$ cat config.mk
export PLATFORM = sky130hd
export DESIGN_NAME = vcf_genotype_extractor_flat
export DESIGN_NICKNAME = d
export VERILOG_FILES = /design/src/hw/rtl/vge_pkg.sv /design/src/hw/rtl/vge_if.sv /design/src/hw/rtl/vge_front.sv /design/src/hw/rtl/vge_queue.sv /design/src/hw/rtl/vge_back.sv /design/src/hw/rtl/vcf_genotype_extractor.sv /design/src/flat_wrapper.sv
export SDC_FILE = /design/constraint.sdc
export NUM_CORES = 1
export LEC_CHECK = 0
export BUFFER_PORTS_ARGS = -buffer_cell sky130_fd_sc_hd__buf_2
export CORE_MARGIN = 3
export CORE_UTILIZATION = 50
export CTS_BUF_LIST = sky130_fd_sc_hd__clkbuf_16
export DETAILED_ROUTE_END_ITERATION = 16
export PLACE_DENSITY = 0.8
export SLEW_MARGIN = 20
export SYNTH_ARGS = -nofsm -noshare
export SYNTH_HDL_FRONTEND = slang
export SYNTH_SLANG_ARGS = --single-unit
$ cat constraint.sdc
create_clock -name clk -period 5.04 [get_ports clk]
set_input_delay 0.252 -clock clk [delete_from_list [all_inputs] [get_ports clk]]
set_output_delay 0.252 -clock clk [all_outputs]
set_load 0.01 [all_outputs]
$ cat src/hw/rtl/vge_pkg.sv
package vge_pkg;

  localparam int ALLELE_WIDTH       = 16;
  localparam int SAMPLE_COUNT_WIDTH = 20;
  localparam int QUEUE_DEPTH        = 4;
  localparam int QPTR_W             = $clog2(QUEUE_DEPTH);
  localparam int POS_W              = 2;

  localparam logic [7:0] CH_TAB   = 8'h09;
  localparam logic [7:0] CH_COLON = 8'h3A;
  localparam logic [7:0] CH_DOT   = 8'h2E;
  localparam logic [7:0] CH_SLASH = 8'h2F;
  localparam logic [7:0] CH_BAR   = 8'h7C;
  localparam logic [7:0] CH_G     = 8'h47;
  localparam logic [7:0] CH_T     = 8'h54;
  localparam logic [7:0] CH_ZERO  = 8'h30;
  localparam logic [7:0] CH_NINE  = 8'h39;

  localparam logic [1:0] ST_GENOTYPE   = 2'd0;
  localparam logic [1:0] ST_NO_FORMAT  = 2'd1;
  localparam logic [1:0] ST_NO_SAMPLES = 2'd2;

  localparam logic [POS_W-1:0] POS_START = POS_W'(0);
  localparam logic [POS_W-1:0] POS_ONE   = POS_W'(1);
  localparam logic [POS_W-1:0] POS_TWO   = POS_W'(2);

  typedef enum logic [3:0] {
    CC_TAB,
    CC_COLON,
    CC_DOT,
    CC_SLASH,
    CC_BAR,
    CC_G,
    CC_T,
    CC_DIGIT,
    CC_OTHER
  } char_class_t;

  typedef struct packed {
    char_class_t cls;
    logic [3:0]  digit;
    logic        line_end;
  } token_t;

  typedef enum logic [2:0] {
    PH_FIRST,
    PH_FMT_CHECK,
    PH_FMT_SKIP,
    PH_FMT_REST,
    PH_SAMPLE_GT,
    PH_SAMPLE_REST
  } phase_t;

  typedef struct packed {
    logic sep;
    logic slash;
    logic dot;
    logic stop;
  } part_flags_t;

  typedef struct packed {
    logic full;
    logic empty;
  } queue_stat_t;

endpackage

$ cat src/hw/rtl/vge_if.sv
interface vge_in_if;
  logic       valid;
  logic       ready;
  logic [7:0] text_byte;
  logic       line_end;

  modport source (output valid, text_byte, line_end, input ready);
  modport sink (input valid, text_byte, line_end, output ready);
endinterface

interface vge_out_if;
  logic                                    valid;
  logic                                    ready;
  logic [vge_pkg::SAMPLE_COUNT_WIDTH-1:0]  sample_number;
  logic [vge_pkg::ALLELE_WIDTH-1:0]        first_allele;
  logic [vge_pkg::ALLELE_WIDTH-1:0]        second_allele;
  logic                                    is_phased;
  logic [1:0]                              status;
  logic                                    last_of_line;

  modport source (output valid, sample_number, first_allele, second_allele, is_phased,
                  status, last_of_line, input ready);
  modport sink (input valid, sample_number, first_allele, second_allele, is_phased,
                status, last_of_line, output ready);
endinterface

$ cat src/hw/rtl/vge_front.sv
module vge_front (
  vge_in_if.sink              in_if,
  input  vge_pkg::queue_stat_t q_stat,
  output logic                q_push,
  output vge_pkg::token_t     q_tok
);

  logic [7:0] c;

  assign c           = in_if.text_byte;
  assign in_if.ready = !q_stat.full;
  assign q_push      = in_if.valid && !q_stat.full;

  always_comb begin
    q_tok.line_end = in_if.line_end;
    q_tok.digit    = 4'(c - vge_pkg::CH_ZERO);
    priority if (c == vge_pkg::CH_TAB) begin
      q_tok.cls = vge_pkg::CC_TAB;
    end else if (c == vge_pkg::CH_COLON) begin
      q_tok.cls = vge_pkg::CC_COLON;
    end else if (c == vge_pkg::CH_DOT) begin
      q_tok.cls = vge_pkg::CC_DOT;
    end else if (c == vge_pkg::CH_SLASH) begin
      q_tok.cls = vge_pkg::CC_SLASH;
    end else if (c == vge_pkg::CH_BAR) begin
      q_tok.cls = vge_pkg::CC_BAR;
    end else if (c == vge_pkg::CH_G) begin
      q_tok.cls = vge_pkg::CC_G;
    end else if (c == vge_pkg::CH_T) begin
      q_tok.cls = vge_pkg::CC_T;
    end else if (c >= vge_pkg::CH_ZERO && c <= vge_pkg::CH_NINE) begin
      q_tok.cls = vge_pkg::CC_DIGIT;
    end else begin
      q_tok.cls = vge_pkg::CC_OTHER;
    end
  end

endmodule

$ cat src/hw/rtl/vge_queue.sv
module vge_queue (
  input  logic                 clk,
  input  logic                 rst_n,
  input  logic                 push,
  input  vge_pkg::token_t      din,
  input  logic                 pop,
  output vge_pkg::token_t      dout,
  output vge_pkg::queue_stat_t stat
);

  vge_pkg::token_t             mem_r [vge_pkg::QUEUE_DEPTH];
  logic [vge_pkg::QPTR_W:0]    wr_ptr_r;
  logic [vge_pkg::QPTR_W:0]    rd_ptr_r;

  assign stat.empty = (wr_ptr_r == rd_ptr_r);
  assign stat.full  = (wr_ptr_r[vge_pkg::QPTR_W] != rd_ptr_r[vge_pkg::QPTR_W]) &&
                      (wr_ptr_r[vge_pkg::QPTR_W-1:0] == rd_ptr_r[vge_pkg::QPTR_W-1:0]);
  assign dout       = mem_r[rd_ptr_r[vge_pkg::QPTR_W-1:0]];

  always_ff @(posedge clk) begin
    if (!rst_n) begin
      wr_ptr_r <= '0;
      rd_ptr_r <= '0;
    end else begin
      if (push) begin
        wr_ptr_r <= wr_ptr_r + 1'b1;
      end
      if (pop) begin
        rd_ptr_r <= rd_ptr_r + 1'b1;
      end
    end
  end

  always_ff @(posedge clk) begin
    if (push) begin
      mem_r[wr_ptr_r[vge_pkg::QPTR_W-1:0]] <= din;
    end
  end

endmodule

$ cat src/hw/rtl/vge_back.sv
module vge_back (
  input  logic                 clk,
  input  logic                 rst_n,
  input  vge_pkg::token_t      tok,
  input  vge_pkg::queue_stat_t q_stat,
  output logic                 pop,
  vge_out_if.source            out_if
);

  localparam int AW = vge_pkg::ALLELE_WIDTH;
  localparam int CW = vge_pkg::SAMPLE_COUNT_WIDTH;

  vge_pkg::phase_t      phase_r, phase_step, phase_nxt;
  logic [vge_pkg::POS_W-1:0] pos_r, pos_step, pos_nxt, ab_pos;
  logic [AW-1:0]        acc_r, acc_nxt, ab_acc;
  logic [AW-1:0]        held_r, held_nxt, ab_held;
  vge_pkg::part_flags_t flags_r, flags_nxt, ab_flags;
  logic [CW-1:0]        cnt_r, cnt_nxt;
  logic                 entered, emit_sample;
  logic [AW+3:0]        acc_ext, prod;

  logic                 g_sep, g_slash, g_dot;
  logic [vge_pkg::POS_W-1:0] g_pos;
  logic [AW-1:0]        g_acc, g_held;
  logic                 absorb;

  logic                 out_valid_r;
  logic [CW-1:0]        num_r, num_nxt;
  logic [AW-1:0]        a1_r, a1_nxt, a2_r, a2_nxt;
  logic                 ph_r, ph_nxt, last_r, last_nxt;
  logic [1:0]           st_r, st_nxt;
  logic                 res_valid;

  assign pop = !q_stat.empty && (!out_valid_r || out_if.ready);

  // next phase
  always_comb begin
    phase_step  = phase_r;
    entered     = 1'b0;
    emit_sample = 1'b0;
    unique case (phase_r)
      vge_pkg::PH_FIRST: begin
        if (tok.cls == vge_pkg::CC_TAB) phase_step = vge_pkg::PH_FMT_CHECK;
      end
      vge_pkg::PH_FMT_CHECK: begin
        if (tok.cls == vge_pkg::CC_TAB) begin
          if (pos_r == vge_pkg::POS_TWO) begin
            phase_step = vge_pkg::PH_SAMPLE_GT;
            entered    = 1'b1;
          end
        end else if (pos_r == vge_pkg::POS_START && tok.cls == vge_pkg::CC_G) begin
          phase_step = vge_pkg::PH_FMT_CHECK;
        end else if (pos_r == vge_pkg::POS_ONE && tok.cls == vge_pkg::CC_T) begin
          phase_step = vge_pkg::PH_FMT_CHECK;
        end else if (pos_r == vge_pkg::POS_TWO && tok.cls == vge_pkg::CC_COLON) begin
          phase_step = vge_pkg::PH_FMT_REST;
        end else begin
          phase_step = vge_pkg::PH_FMT_SKIP;
        end
      end
      vge_pkg::PH_FMT_SKIP: begin
        if (tok.cls == vge_pkg::CC_TAB) phase_step = vge_pkg::PH_FMT_CHECK;
      end
      vge_pkg::PH_FMT_REST: begin
        if (tok.cls == vge_pkg::CC_TAB) begin
          phase_step = vge_pkg::PH_SAMPLE_GT;
          entered    = 1'b1;
        end
      end
      vge_pkg::PH_SAMPLE_GT, vge_pkg::PH_SAMPLE_REST: begin
        if (phase_r == vge_pkg::PH_SAMPLE_GT && tok.cls == vge_pkg::CC_COLON) begin
          phase_step = vge_pkg::PH_SAMPLE_REST;
        end
        if (tok.cls == vge_pkg::CC_TAB || tok.line_end) begin
          emit_sample = 1'b1;
          phase_step  = vge_pkg::PH_SAMPLE_GT;
        end
      end
      default: phase_step = vge_pkg::PH_FIRST;
    endcase
    phase_nxt = tok.line_end ? vge_pkg::PH_FIRST : phase_step;
  end

  // genotype byte: x10 accumulate with saturation
  assign acc_ext = {4'b0, acc_r};
  assign prod    = (acc_ext << 3) + (acc_ext << 1) + {{AW{1'b0}}, tok.digit};

  always_comb begin
    ab_flags = flags_r;
    ab_pos   = pos_r;
    ab_acc   = acc_r;
    ab_held  = held_r;
    if (pos_r == vge_pkg::POS_START && tok.cls == vge_pkg::CC_DOT) ab_flags.dot = 1'b1;
    if (pos_r != vge_pkg::POS_TWO) ab_pos = pos_r + 1'b1;
    if (tok.cls == vge_pkg::CC_SLASH) ab_flags.slash = 1'b1;
    if (!flags_r.sep && (tok.cls == vge_pkg::CC_SLASH || tok.cls == vge_pkg::CC_BAR)) begin
      ab_flags.sep  = 1'b1;
      ab_flags.stop = 1'b0;
      ab_held       = acc_r;
      ab_acc        = '0;
    end else if (tok.cls == vge_pkg::CC_DIGIT && !flags_r.stop) begin
      ab_acc = (prod > {4'b0, {AW{1'b1}}}) ? {AW{1'b1}} : prod[AW-1:0];
    end else begin
      ab_flags.stop = 1'b1;
    end
  end

  assign absorb = (phase_r == vge_pkg::PH_SAMPLE_GT) && tok.cls != vge_pkg::CC_TAB &&
                  tok.cls != vge_pkg::CC_COLON;
  assign g_pos   = absorb ? ab_pos         : pos_r;
  assign g_acc   = absorb ? ab_acc         : acc_r;
  assign g_held  = absorb ? ab_held        : held_r;
  assign g_sep   = absorb ? ab_flags.sep   : flags_r.sep;
  assign g_slash = absorb ? ab_flags.slash : flags_r.slash;
  assign g_dot   = absorb ? ab_flags.dot   : flags_r.dot;

  // datapath and result
  always_comb begin
    pos_step  = pos_r;
    acc_nxt   = acc_r;
    held_nxt  = held_r;
    flags_nxt = flags_r;
    cnt_nxt   = cnt_r;
    num_nxt   = '0;
    a1_nxt    = '0;
    a2_nxt    = '0;
    ph_nxt    = 1'b0;
    st_nxt    = vge_pkg::ST_GENOTYPE;
    last_nxt  = tok.line_end;
    res_valid = 1'b0;
    unique case (phase_r)
      vge_pkg::PH_FIRST, vge_pkg::PH_FMT_SKIP: begin
        if (tok.cls == vge_pkg::CC_TAB) pos_step = vge_pkg::POS_START;
      end
      vge_pkg::PH_FMT_CHECK: begin
        if (tok.cls == vge_pkg::CC_TAB) begin
          pos_step = vge_pkg::POS_START;
          if (pos_r == vge_pkg::POS_TWO) begin
            acc_nxt   = '0;
            held_nxt  = '0;
            flags_nxt = '0;
          end
        end else if (pos_r == vge_pkg::POS_START && tok.cls == vge_pkg::CC_G) begin
          pos_step = vge_pkg::POS_ONE;
        end else if (pos_r == vge_pkg::POS_ONE && tok.cls == vge_pkg::CC_T) begin
          pos_step = vge_pkg::POS_TWO;
        end
      end
      vge_pkg::PH_FMT_REST: begin
        if (tok.cls == vge_pkg::CC_TAB) begin
          pos_step  = vge_pkg::POS_START;
          acc_nxt   = '0;
          held_nxt  = '0;
          flags_nxt = '0;
        end
      end
      vge_pkg::PH_SAMPLE_GT, vge_pkg::PH_SAMPLE_REST: begin
        if (absorb) begin
          pos_step  = ab_pos;
          acc_nxt   = ab_acc;
          held_nxt  = ab_held;
          flags_nxt = ab_flags;
        end
        if (emit_sample) begin
          res_valid = 1'b1;
          num_nxt   = cnt_r;
          if (g_pos == vge_pkg::POS_ONE && g_dot) begin
            ph_nxt = 1'b1;
          end else begin
            a1_nxt = g_sep ? g_held : g_acc;
            a2_nxt = g_sep ? g_acc : a1_nxt;
            ph_nxt = !g_slash || (a1_nxt == a2_nxt);
          end
          if (cnt_r != {CW{1'b1}}) cnt_nxt = cnt_r + 1'b1;
          pos_step  = vge_pkg::POS_START;
          acc_nxt   = '0;
          held_nxt  = '0;
          flags_nxt = '0;
        end
      end
      default: ;
    endcase
    pos_nxt = pos_step;
    if (tok.line_end) begin
      if (!emit_sample) begin
        res_valid = 1'b1;
        if (entered || phase_step == vge_pkg::PH_FMT_REST ||
            (phase_step == vge_pkg::PH_FMT_CHECK && pos_step == vge_pkg::POS_TWO)) begin
          st_nxt = vge_pkg::ST_NO_SAMPLES;
        end else begin
          st_nxt = vge_pkg::ST_NO_FORMAT;
        end
      end
      pos_nxt   = vge_pkg::POS_START;
      acc_nxt   = '0;
      held_nxt  = '0;
      flags_nxt = '0;
      cnt_nxt   = '0;
    end
  end

  always_ff @(posedge clk) begin
    if (!rst_n) begin
      phase_r     <= vge_pkg::PH_FIRST;
      pos_r       <= vge_pkg::POS_START;
      acc_r       <= '0;
      held_r      <= '0;
      flags_r     <= '0;
      cnt_r       <= '0;
      out_valid_r <= 1'b0;
    end else begin
      if (pop) begin
        phase_r <= phase_nxt;
        pos_r   <= pos_nxt;
        acc_r   <= acc_nxt;
        held_r  <= held_nxt;
        flags_r <= flags_nxt;
        cnt_r   <= cnt_nxt;
      end
      if (pop) begin
        out_valid_r <= res_valid;
      end else if (out_if.ready) begin
        out_valid_r <= 1'b0;
      end
    end
  end

  always_ff @(posedge clk) begin
    if (pop && res_valid) begin
      num_r  <= num_nxt;
      a1_r   <= a1_nxt;
      a2_r   <= a2_nxt;
      ph_r   <= ph_nxt;
      st_r   <= st_nxt;
      last_r <= last_nxt;
    end
  end

  assign out_if.valid         = out_valid_r;
  assign out_if.sample_number = num_r;
  assign out_if.first_allele  = a1_r;
  assign out_if.second_allele = a2_r;
  assign out_if.is_phased     = ph_r;
  assign out_if.status        = st_r;
  assign out_if.last_of_line  = last_r;

endmodule

$ cat src/hw/rtl/vcf_genotype_extractor.sv
// VCF genotype extractor.
// in_if: one byte of a tab-separated VCF data line per request, with line_end
//   marking the last byte. The first field is skipped, the first field that is
//   "GT" or starts with "GT:" is the format field, every later field a sample.
// out_if: one genotype per sample (sample_number, alleles, is_phased), status
//   zero; the result caused by the line_end byte has last_of_line set. A line
//   without GT field or without samples gives a single error result (status
//   1 or 2, other fields zero, last_of_line set).
// Throughput: one byte per cycle while out_if.ready is high; the back end
//   parser handles one byte each cycle, including the x10 digit accumulate.
// A byte is first written into the byte queue; the parser then reads it and
//   the result it causes is registered in the result register.
// Stall: a valid result holds while out_if.ready is low; the four-entry
//   byte queue keeps accepting until it fills, then in_if.ready drops.
// Reset (synchronous, rst_n low): queue emptied, result dropped, parser back
//   at the first field of a line with a sample count of zero.
module vcf_genotype_extractor (
  input  logic      clk,
  input  logic      rst_n,
  vge_in_if.sink    in_if,
  vge_out_if.source out_if
);

  vge_pkg::queue_stat_t q_stat;
  vge_pkg::token_t      q_din;
  vge_pkg::token_t      q_dout;
  logic                 q_push;
  logic                 q_pop;

  vge_front u_front (
    .in_if  (in_if),
    .q_stat (q_stat),
    .q_push (q_push),
    .q_tok  (q_din)
  );

  vge_queue u_queue (
    .clk   (clk),
    .rst_n (rst_n),
    .push  (q_push),
    .din   (q_din),
    .pop   (q_pop),
    .dout  (q_dout),
    .stat  (q_stat)
  );

  vge_back u_back (
    .clk    (clk),
    .rst_n  (rst_n),
    .tok    (q_dout),
    .q_stat (q_stat),
    .pop    (q_pop),
    .out_if (out_if)
  );

  a_no_overflow: assert property (@(posedge clk) disable iff (!rst_n)
    q_push |-> !q_stat.full)
    else $error("byte queue written while full");

  a_no_underflow: assert property (@(posedge clk) disable iff (!rst_n)
    q_pop |-> !q_stat.empty)
    else $error("byte queue read while empty");

  a_error_shape: assert property (@(posedge clk) disable iff (!rst_n)
    (out_if.valid && out_if.status != vge_pkg::ST_GENOTYPE) |->
      (out_if.last_of_line && out_if.sample_number == '0 &&
       out_if.first_allele == '0 && out_if.second_allele == '0 && !out_if.is_phased))
    else $error("error result with nonzero payload");

  a_reset_empty: assert property (@(posedge clk)
    !rst_n |=> (q_stat.empty && !out_if.valid))
    else $error("state not cleared by reset");

endmodule
$ cat src/flat_wrapper.sv
// flat-port wrapper written by rule: the top's interface ports become plain ports
module vcf_genotype_extractor_flat 
  (clk, rst_n, in_if_valid, in_if_text_byte, in_if_line_end, in_if_ready, out_if_valid, out_if_sample_number, out_if_first_allele, out_if_second_allele, out_if_is_phased, out_if_status, out_if_last_of_line, out_if_ready);
  vge_in_if in_if_i ();
  vge_out_if out_if_i ();
  input  logic clk;
  input  logic rst_n;
  input wire logic [$bits(in_if_i.valid)-1:0] in_if_valid;
  input wire logic [$bits(in_if_i.text_byte)-1:0] in_if_text_byte;
  input wire logic [$bits(in_if_i.line_end)-1:0] in_if_line_end;
  output wire logic [$bits(in_if_i.ready)-1:0] in_if_ready;
  output wire logic [$bits(out_if_i.valid)-1:0] out_if_valid;
  output wire logic [$bits(out_if_i.sample_number)-1:0] out_if_sample_number;
  output wire logic [$bits(out_if_i.first_allele)-1:0] out_if_first_allele;
  output wire logic [$bits(out_if_i.second_allele)-1:0] out_if_second_allele;
  output wire logic [$bits(out_if_i.is_phased)-1:0] out_if_is_phased;
  output wire logic [$bits(out_if_i.status)-1:0] out_if_status;
  output wire logic [$bits(out_if_i.last_of_line)-1:0] out_if_last_of_line;
  input wire logic [$bits(out_if_i.ready)-1:0] out_if_ready;
  assign in_if_i.valid = in_if_valid;
  assign in_if_i.text_byte = in_if_text_byte;
  assign in_if_i.line_end = in_if_line_end;
  assign in_if_ready = in_if_i.ready;
  assign out_if_valid = out_if_i.valid;
  assign out_if_sample_number = out_if_i.sample_number;
  assign out_if_first_allele = out_if_i.first_allele;
  assign out_if_second_allele = out_if_i.second_allele;
  assign out_if_is_phased = out_if_i.is_phased;
  assign out_if_status = out_if_i.status;
  assign out_if_last_of_line = out_if_i.last_of_line;
  assign out_if_i.ready = out_if_ready;
  vcf_genotype_extractor u_core (.clk(clk), .rst_n(rst_n), .in_if(in_if_i), .out_if(out_if_i));
endmodule
Word-level counts from Yosys, hierarchy flattened
Memory sizes are Yosys's and may differ from the RTL's. A register that Yosys moved wholly into a read port is not among the register bits.
Cells that the tools add are included.
- $add $sub $neg: 7
- $lt $le $gt $ge: 3
- equal/unequal tests: 37
- mux-type cells: 82
- bitwise operators: 3
- reductions and logical operators: 47
- operators with widths (kind ; count):
    two-way mux 16 bit ; 15
    one-hot mux 16 bit (3 select lines) ; 2
    two-way mux 20 bit ; 4
    two-way mux 4 bit ; 14
    two-way mux 2 bit ; 13
    equality test 8 x 6 -> 1 bit, second input constant ; 3
    equality test 8 x 7 -> 1 bit, second input constant ; 3
    two-way mux 1 bit ; 23
    two-way mux 3 bit ; 7
    adder 19 x 17 -> 20 bit ; 1
    adder 20 x 1 -> 20 bit, second input constant ; 1
    adder 20 x 4 -> 20 bit ; 1
    > comparator 20 x 16 -> 1 bit, second input constant ; 1
    != test 20 bit, second input constant ; 1
    equality test 16 bit ; 1
    equality test 4 x 3 -> 1 bit, second input constant ; 4
    logical AND 1 bit ; 16
    one-hot mux 3 bit (4 select lines) ; 1
    one-hot mux 4 bit (3 select lines) ; 1
    equality test 3 x 2 -> 1 bit, second input constant ; 3
    != test 3 bit, second input constant ; 3
    equality test 4 x 2 -> 1 bit, second input constant ; 2
    equality test 8 x 4 -> 1 bit, second input constant ; 1
    >= comparator 8 x 6 -> 1 bit, second input constant ; 1
    other kinds (33) ; 57
- flip-flop bits (word level): 124
- bits in writable memories: 36
- input bits: 13
- output and inout bits: 58
- memories kept: 1
- memory list (memory ; words ; width ; read ports ; clocked after memory_dff ; wr ports ; RTL line ; source):
    u_core.u_queue.mem_r ; 4 ; 9 ; 1 ; 1 ; 1 ; vge_queue.sv:11 ; vge_pkg::token_t mem_r [vge_pkg::QUEUE_DEPTH];

Longest topological paths before layout
Gate-level depths: netlist (run 1).
- depth in word-level cells: 12
- gate-level depth with buffers: 16
- gate-level depth less buffers: 14

Hierarchy
From an unflattened synthesis (run 1), not the netlist that was laid out.
- cell total of the unflattened synthesis: 973
- area, all modules: 9434.0 um^2
- by module, submodules not included (module ; times used ; cells an instance ; area an instance (um^2) ; seq. area each (um^2)):
    vge_back ; 1 ; 855 ; 7507.2 ; 2922.8
    vge_queue ; 1 ; 88 ; 1704.1 ; 1241.2
    vge_front ; 1 ; 30 ; 222.7 ; 0.0

Least setup slack after synthesis (run 1)
OpenSTA, ideal clock, no wires.
- path type: reg-to-reg
- start point: reg with a tool-made name
- end point: reg u_core.u_back.ph_r, in the netlist u_core.u_back.out_if.is_phased (data pin)
- setup time: 145 ps
- arrival time: 4386 ps
- required time: 4895 ps
- path slack: 509 ps
- stages on the path, launching flop included: 16
- path buffers: 2
- clock period less this slack: 4531 ps
- path through: dfxtp_1 > buf_6 > mux4_1 > fa_1 > fa_1 > a211oi_1 > o21ai_1 > a31oi_1 > o31ai_1 > xnor2_1 > buf_2 > nand4_1 > a21o_1 > nand4b_1 > or4_1 > o21ai_1
- RTL lines (element ; RTL line ; source):
    end signal: assignment ; vge_back.sv:233 ; ph_r <= ph_nxt;
    end: declaration ; vge_back.sv:30 ; logic ph_r, ph_nxt, last_r, last_nxt;

==> impl_metrics.env, run 1 <==
export IMPL_status="complete, no violations"
export IMPL_slew_headroom_pct=24.8
export IMPL_path_clk_slew_ns=0.07
export IMPL_synth_cell_area_sq_um=8980
export IMPL_most_common_layout_cells="92 x edfxtp_1, 90 x nor2_1, 70 x dfxtp_1, 70 x buf_2, 68 x nand2_1"
export IMPL_startpoint_type="register"
export IMPL_tns_ns=0
export IMPL_ir_drop_v=0.000231
export IMPL_fin_skew_ns=0.0105
export IMPL_antenna_found_initial=0
export IMPL_io_pins=71
export IMPL_swShare_pct=31.8
export IMPL_pwr_share_seq_pct=44.3
export IMPL_die_w_um=140
export IMPL_cts_root_buf="clkbuf_16"
export IMPL_htree_num_levels=4
export IMPL_dr_pass1_iters=6
export IMPL_criticalPathCategory="register to register"
export IMPL_grt_max_degree=49
export IMPL_cts_tree="yes"
export IMPL_wire_per_inst_um=18.1
export IMPL_drive_gt1_share_pct=14.8
export IMPL_crit_fanout=9
export IMPL_place_hpwl_um=15100
export IMPL_hold_path_depth=1
export IMPL_synth_cell_types=74
export IMPL_synth_edf_count=92
export IMPL_die_area_sq_um=19600
export IMPL_hold_viol_final=0
export IMPL_worstRegToRegCells=14
export IMPL_pwr_share_clk_pct=31.7
export IMPL_layout_nets=1016
export IMPL_drt_wl_total_um=21600
export IMPL_cp_end_kind="register"
export IMPL_rsz0062_at_grt="no"
export IMPL_grt_usage_pct=22.1
export IMPL_grt_pass1_vias=6953
export IMPL_max_freq_ghz=0.209
export IMPL_clock_sinks=162
export IMPL_via_count=7324
export IMPL_leakage_nw=3.71
export IMPL_comb_power_share_pct=23.9
export IMPL_drv_cap=0
export IMPL_gr_total_overflow=0
export IMPL_async_reset_ff_share_pct=0
export IMPL_fp_dieH_um=140
export IMPL_synth_seq_cells=162
export IMPL_post_drt_via_cell_ratio=6.11
export IMPL_fp_coreArea_sq_um=17400
export IMPL_clockBufferDepth=2
export IMPL_crit_required_ns=5.33
export IMPL_antenna_cells=0
export IMPL_finalWorstSetupSlack_ns=0.248
export IMPL_drv_slew=0
export IMPL_p_sw_mw=1.24
export IMPL_ys_flop_type="edfxtp_1"
export IMPL_drtIter0Drc=643
export IMPL_cts_made_buffers=17
export IMPL_setup_viol=0
export IMPL_power_density_nw_per_um2=385
export IMPL_netlist_instances=898
export IMPL_drc_errors=0
export IMPL_syn_area_per_cell_sq_um=10.0
export IMPL_rows=48
export IMPL_synth_nets=954
export IMPL_arrival_ns=5.08
export IMPL_cts_hold_buf=0
export IMPL_ant_nets=0
export IMPL_clk_insertion_delay_late_ns=0.43
export IMPL_io_buffers=70
export IMPL_layout_commonest_cell="edfxtp_1"
export IMPL_initial_utilization_pct=51.6
export IMPL_period_share_pct=95.1
export IMPL_syn2layout_area_growth_pct=12.6
export IMPL_fillers=1465
export IMPL_place_congestion=0.966
export IMPL_power_internal_mw=2.66
export IMPL_grt_pass1_wl_um=35500
export IMPL_min_period_ns=4.79
export IMPL_worst_slew_pin_slew_ns=1.12
export IMPL_yosysSeqAreaShare_pct=46.4
export IMPL_hold_path_class="primary input to register"
export IMPL_post_place_ws_ns=0.136
export IMPL_synth_warnings=0
-- worst paths after layout --
kind                                               from                                            to  slack (ns)
setup / recovery                               register  u_core.u_back.out_if.is_phased$_SDFFCE_PN0P_        0.25
hold / removal                           in_if_line_end          u_core.u_queue.mem_r[0][0]$_DFFE_PP_        0.04
hold reg to reg   u_core.u_back.flags_r[2]$_SDFFE_PN0P_         u_core.u_back.flags_r[2]$_SDFFE_PN0P_        0.49
setup reg to reg                               register  u_core.u_back.out_if.is_phased$_SDFFCE_PN0P_        0.25
-- metal layers --
metal	up-vias	part of all wire, %	global-route usage (%)
met5	-	0	0
met1	3494	43	30.6
li1	3455	-	-
met4	0	2.1	7.60
met3	48	7.3	3.86
met2	327	47	35.4
-- timing repair --
action	in CTS	in global routing
resized for setup	0	2
buffers inserted	0	1
endpoints found under the setup margin	0	2
-- power by group through the flow --
| stage | registers (mW) | clock network [mW] | logic, mW |
|---|---|---|---|
| 2_1_floorplan | 1.86 | 0 | 0.506 |
| 3_3_place_gp | 1.75 | 0 | 0.908 |
| 3_5_place_dp | 1.76 | 0 | 0.929 |
| 4_1_cts | 1.73 | 1.25 | 0.939 |
| 5_1_grt | 1.75 | 1.31 | 1.02 |
| 6_report | 1.73 | 1.24 | 0.933 |
-- synth_stat cells (all sizes together), types with 12 or more instances --
cell type,count,share of area (%)
a211oi,12,1.0
a21oi,51,2.9
a22oi,32,2.7
a31oi,18,1.3
and2,30,2.1
buf,14,1.2
clkbuf,31,1.3
dfxtp,70,16
edfxtp,92,31
ha,41,5.7
inv,17,0.71
nand2,68,2.8
nand2b,14,0.98
nand3,19,1.1
nor2,92,3.9
nor2b,56,3.9
nor3,20,1.4
o21ai,41,2.3
xnor2,17,1.7
xor2,20,2.0
-- metrics by stage --
stage / instances / instance area [sq um] / hold slack [ns] / power (mW) / utilization (%)
floorplan: 898 / 8980 / 0.351 / 2.37 / -
global placement: 1165 / 9530 / 0.451 / 2.66 / 54.7
detailed placement: 1165 / 9530 / 0.473 / 2.69 / 54.7
CTS: 1197 / 10100 / 0.0301 / 3.92 / 57.9
global route: 1198 / 10100 / 0.0487 / 4.07 / 58.1
finish: 1198 / 10100 / 0.0421 / 3.90 / 58.1
-- state kept, by name, summed over array words and instances (netlist names), named ones only --
register                            cells
u_core.u_back.flags_r                   4
u_core.u_back.out_if.valid              1
u_core.u_back.out_if.sample_number     20
u_core.u_back.acc_r                    16
u_core.u_back.out_if.last_of_line       1
u_core.u_queue.mem_r                   36
u_core.u_queue.rd_ptr_r                 3
u_core.u_back.out_if.first_allele      16
u_core.u_back.out_if.is_phased          1
u_core.u_back.cnt_r                    20
u_core.u_back.pos_r                     2
u_core.u_back.out_if.status             2
u_core.u_back.out_if.second_allele     16
u_core.u_back.held_r                   16
u_core.u_queue.wr_ptr_r                 3
u_core.u_back.phase_r                   3
-- layout make-up --
class | instances | area, sq um | share of cell area, %
well taps | 225 | 282 | 2.78
inverters | 17 | 63.8 | 0.631
multi-input cells | 673 | 4550 | 45.0
flip-flops and latches | 162 | 4160 | 41.2
clock buffers | 17 | 425 | 4.21
clock inverters | 15 | 136 | 1.35
repair buffers | 89 | 493 | 4.87
-- cell families after synthesis --
logic type,after synthesis,share of synthesized area (%)
xor+xnor,37,3.61
flops,162,46.4
fa+ha+maj,43,6.16
mux,15,3.13
simple gates,353,20.6
buf+inv,63,3.34
compound gates,225,16.8
-- worst max-delay path, stage by stage, from the launching register on --
cell and delay [ns]:
dfxtp_1 0.37, mux4_1 0.61, fa_1 0.55, ha_1 0.34, a211oi_1 0.29, o211ai_1 0.19, a21oi_1 0.23, o211ai_1 0.15
a2111oi_4 0.57, buf_4 0.27, a31oi_1 0.19, or3_1 0.35, a211oi_1 0.25, o2111ai_1 0.14, o21ai_1 0.14
Note: power is estimated with default switching activity, not from simulation.
==> run 2: changes to the inputs <==
- ABC_AREA: default -> 1
- RECOVER_POWER: default -> 25
- SYNTH_HIERARCHICAL: default -> 1
==> impl_metrics.env, run 2 <==
export IMPL_antenna_cells=0
export IMPL_syn_area_per_cell_sq_um=7.56
export IMPL_place_area_sq_um=9820
export IMPL_yosys_area_top_type="edfxtp_1"
export IMPL_final_cell_area_sq_um=10300
export IMPL_tns_ns=0
export IMPL_ys_flop_type="edfxtp_1"
export IMPL_startpoint_type="register"
export IMPL_utilization_pct=56.9
export IMPL_finalWorstSetupSlack_ns=0.847
export IMPL_synth_warnings=6
export IMPL_io_buffers=70
export IMPL_drv_cap=0
export IMPL_synth_cell_types=47
export IMPL_via_count=8075
export IMPL_fillers=1616
export IMPL_async_reset_ff_share_pct=0
export IMPL_path_clk_slew_ns=0.06
export IMPL_ant_nets=0
export IMPL_criticalPathCategory="register to register"
export IMPL_fp_dieH_um=142
export IMPL_grt_usage_pct=21.0
export IMPL_die_area_sq_um=20200
export IMPL_post_drt_via_cell_ratio=5.26
export IMPL_clock_sinks=162
export IMPL_setup_viol=0
export IMPL_worst_slew_pin_slew_ns=0.786
export IMPL_syn2layout_area_growth_pct=10.9
export IMPL_post_place_ws_ns=0.947
export IMPL_io_pins=71
export IMPL_drv_slew=0
export IMPL_drtIter0Drc=597
export IMPL_cts_hold_buf=0
export IMPL_status="complete, no violations"
export IMPL_gr_max_usage_layer="met2"
export IMPL_crit_path_max_incr_delay_ns=0.66
export IMPL_most_common_layout_cells="328 x nand2_1, 183 x nor2_1, 175 x inv_1"
export IMPL_initial_utilization_pct=51.4
export IMPL_grt_max_degree=58
export IMPL_cts_made_buffers=17
export IMPL_antenna_found_initial=0
export IMPL_hold_path_class="primary input to register"
export IMPL_synth_edf_count=92
export IMPL_rows=49
export IMPL_layout_nets=1349
export IMPL_htree_num_levels=4
export IMPL_period_share_pct=83.2
export IMPL_synth_cell_area_sq_um=9290
export IMPL_dr_pass1_iters=5
export IMPL_place_congestion=0.928
export IMPL_synth_most_common_cell="nand2_1"
export IMPL_yosysSeqAreaShare_pct=44.8
export IMPL_grt_pass1_wl_um=34800
export IMPL_min_period_ns=4.19
export IMPL_clk_insertion_delay_late_ns=0.43
export IMPL_crit_buf_inv=1
export IMPL_layout_commonest_cell="nand2_1"
export IMPL_crit_family="simple AND/OR/NAND/NOR gates"
export IMPL_grt_use_met3_pct=4.00
export IMPL_drc_errors=0
export IMPL_largest_reg_flops=36
export IMPL_clockBufferDepth=2
export IMPL_hold_viol_final=0
export IMPL_arrival_ns=4.46
export IMPL_leakage_nw=4.38
export IMPL_netlist_instances=1228
export IMPL_cts_setup_buffers=0
export IMPL_die_w_um=142
export IMPL_cpMostUsedCell="nand2_1"
export IMPL_synth_top_cells_by_count="327 x nand2_1, 180 x nor2_1, 174 x inv_1, 92 x edfxtp_1, 83 x a21oi_1"
export IMPL_ctsResizeCount=0
export IMPL_grt_use_met1_pct=26.1
export IMPL_synth_seq_cells=162
export IMPL_fp_coreArea_sq_um=18100
export IMPL_critPathSlowestCell="dfxtp_1"
export IMPL_grt_pass1_vias=7577
export IMPL_max_freq_ghz=0.238
export IMPL_power_density_nw_per_um2=392
export IMPL_cp_end_kind="register"
export IMPL_gr_total_overflow=0
export IMPL_crit_required_ns=5.30
export IMPL_fin_skew_ns=0.0105
export IMPL_slew_headroom_pct=47.5
export IMPL_synth_nets=1284
export IMPL_synth_area_leaders="edfxtp_1 30%, dfxtp_1 15%, nand2_1 13%"
export IMPL_cts_tree="yes"
export IMPL_wire_per_inst_um=13.7
export IMPL_crit_fanout=19
export IMPL_drive_gt1_share_pct=7.66
export IMPL_ir_drop_v=0.000281
export IMPL_drt_wl_total_um=21000
export IMPL_rsz0062_at_grt="no"
export IMPL_synth_top_area_share_pct=29.7
export IMPL_place_hpwl_um=14900
export IMPL_grt_use_met2_pct=36.4
export IMPL_cts_root_buf="clkbuf_16"
run 2: changes by cell type after synthesis, sizes merged, moves of 28 or more:
cell | previous run | this run
a21oi | 51 | 84
a22oi | 32 | 1
and2 | 30 | 2
inv | 17 | 182
nand2 | 68 | 333
nand3 | 19 | 67
nor2 | 92 | 195
nor2b | 56 | 0
run 2: final timing paths:
kind / to / slack [ns] / cells after the start / startpoint
worst max-delay path: u_core/u_back/out_if.is_phased$_SDFFCE_PN0P_ / 0.85 / 26 / register
worst min-delay path: u_core/u_queue/mem_r[0][0]$_DFFE_PP_ / 0.11 / 1 / in_if_line_end
worst max register to register: u_core/u_back/out_if.is_phased$_SDFFCE_PN0P_ / 0.85 / 26 / register
worst min register to register: u_core/u_back/held_r[0]$_SDFFE_PN0P_ / 0.47 / 2 / u_core/u_back/held_r[0]$_SDFFE_PN0P_
run 2: per-layer routing:
metal	vias to the layer above	wire length (um)
li1	4088	-
met1	3661	8910
met2	272	10300
met3	54	1230
met4	0	567
met5	-	0
run 2: cell type report:
| cell class | count | area [sq um] | share of cell area (%) |
|---|---|---|---|
| Clock buffer | 18 | 450 | 4.37 |
| Clock inverter | 14 | 101 | 0.984 |
| Inverter | 185 | 697 | 6.77 |
| Multi-Input combinational cell | 846 | 4230 | 41.0 |
| Sequential cell | 162 | 4160 | 40.4 |
| Tap cell | 229 | 287 | 2.78 |
| Timing Repair Buffer | 81 | 374 | 3.63 |
run 2: kinds of logic after synthesis:
| group | Yosys count | share of synthesized area, % |
|---|---|---|
| xor gates and xnor gates | 10 | 0.943 |
| AOI/OAI and AO/OA | 168 | 10.2 |
| buffers and inverters | 220 | 9.56 |
| DFF | 162 | 44.8 |
| adders and majority gates | 43 | 5.95 |
| and+or+nand+nor | 625 | 28.5 |
run 2: per-stage QoR:
step | hold slack (ns) | cells | power, mW
after CTS | 0.0341 | 1535 | 4.08
after detailed placement | 0.460 | 1503 | 2.89
after floorplan | 0.373 | 1228 | 2.54
after global routing | 0.125 | 1535 | 4.24
after global placement | 0.454 | 1503 | 2.86
final | 0.107 | 1535 | 4.03
run 2: where the power goes:
part / internal, mW / switching [mW]
Clock: 0.664 / 0.534
Combinational: 0.293 / 0.766
Sequential: 1.68 / 0.0998
Total: 2.63 / 1.40
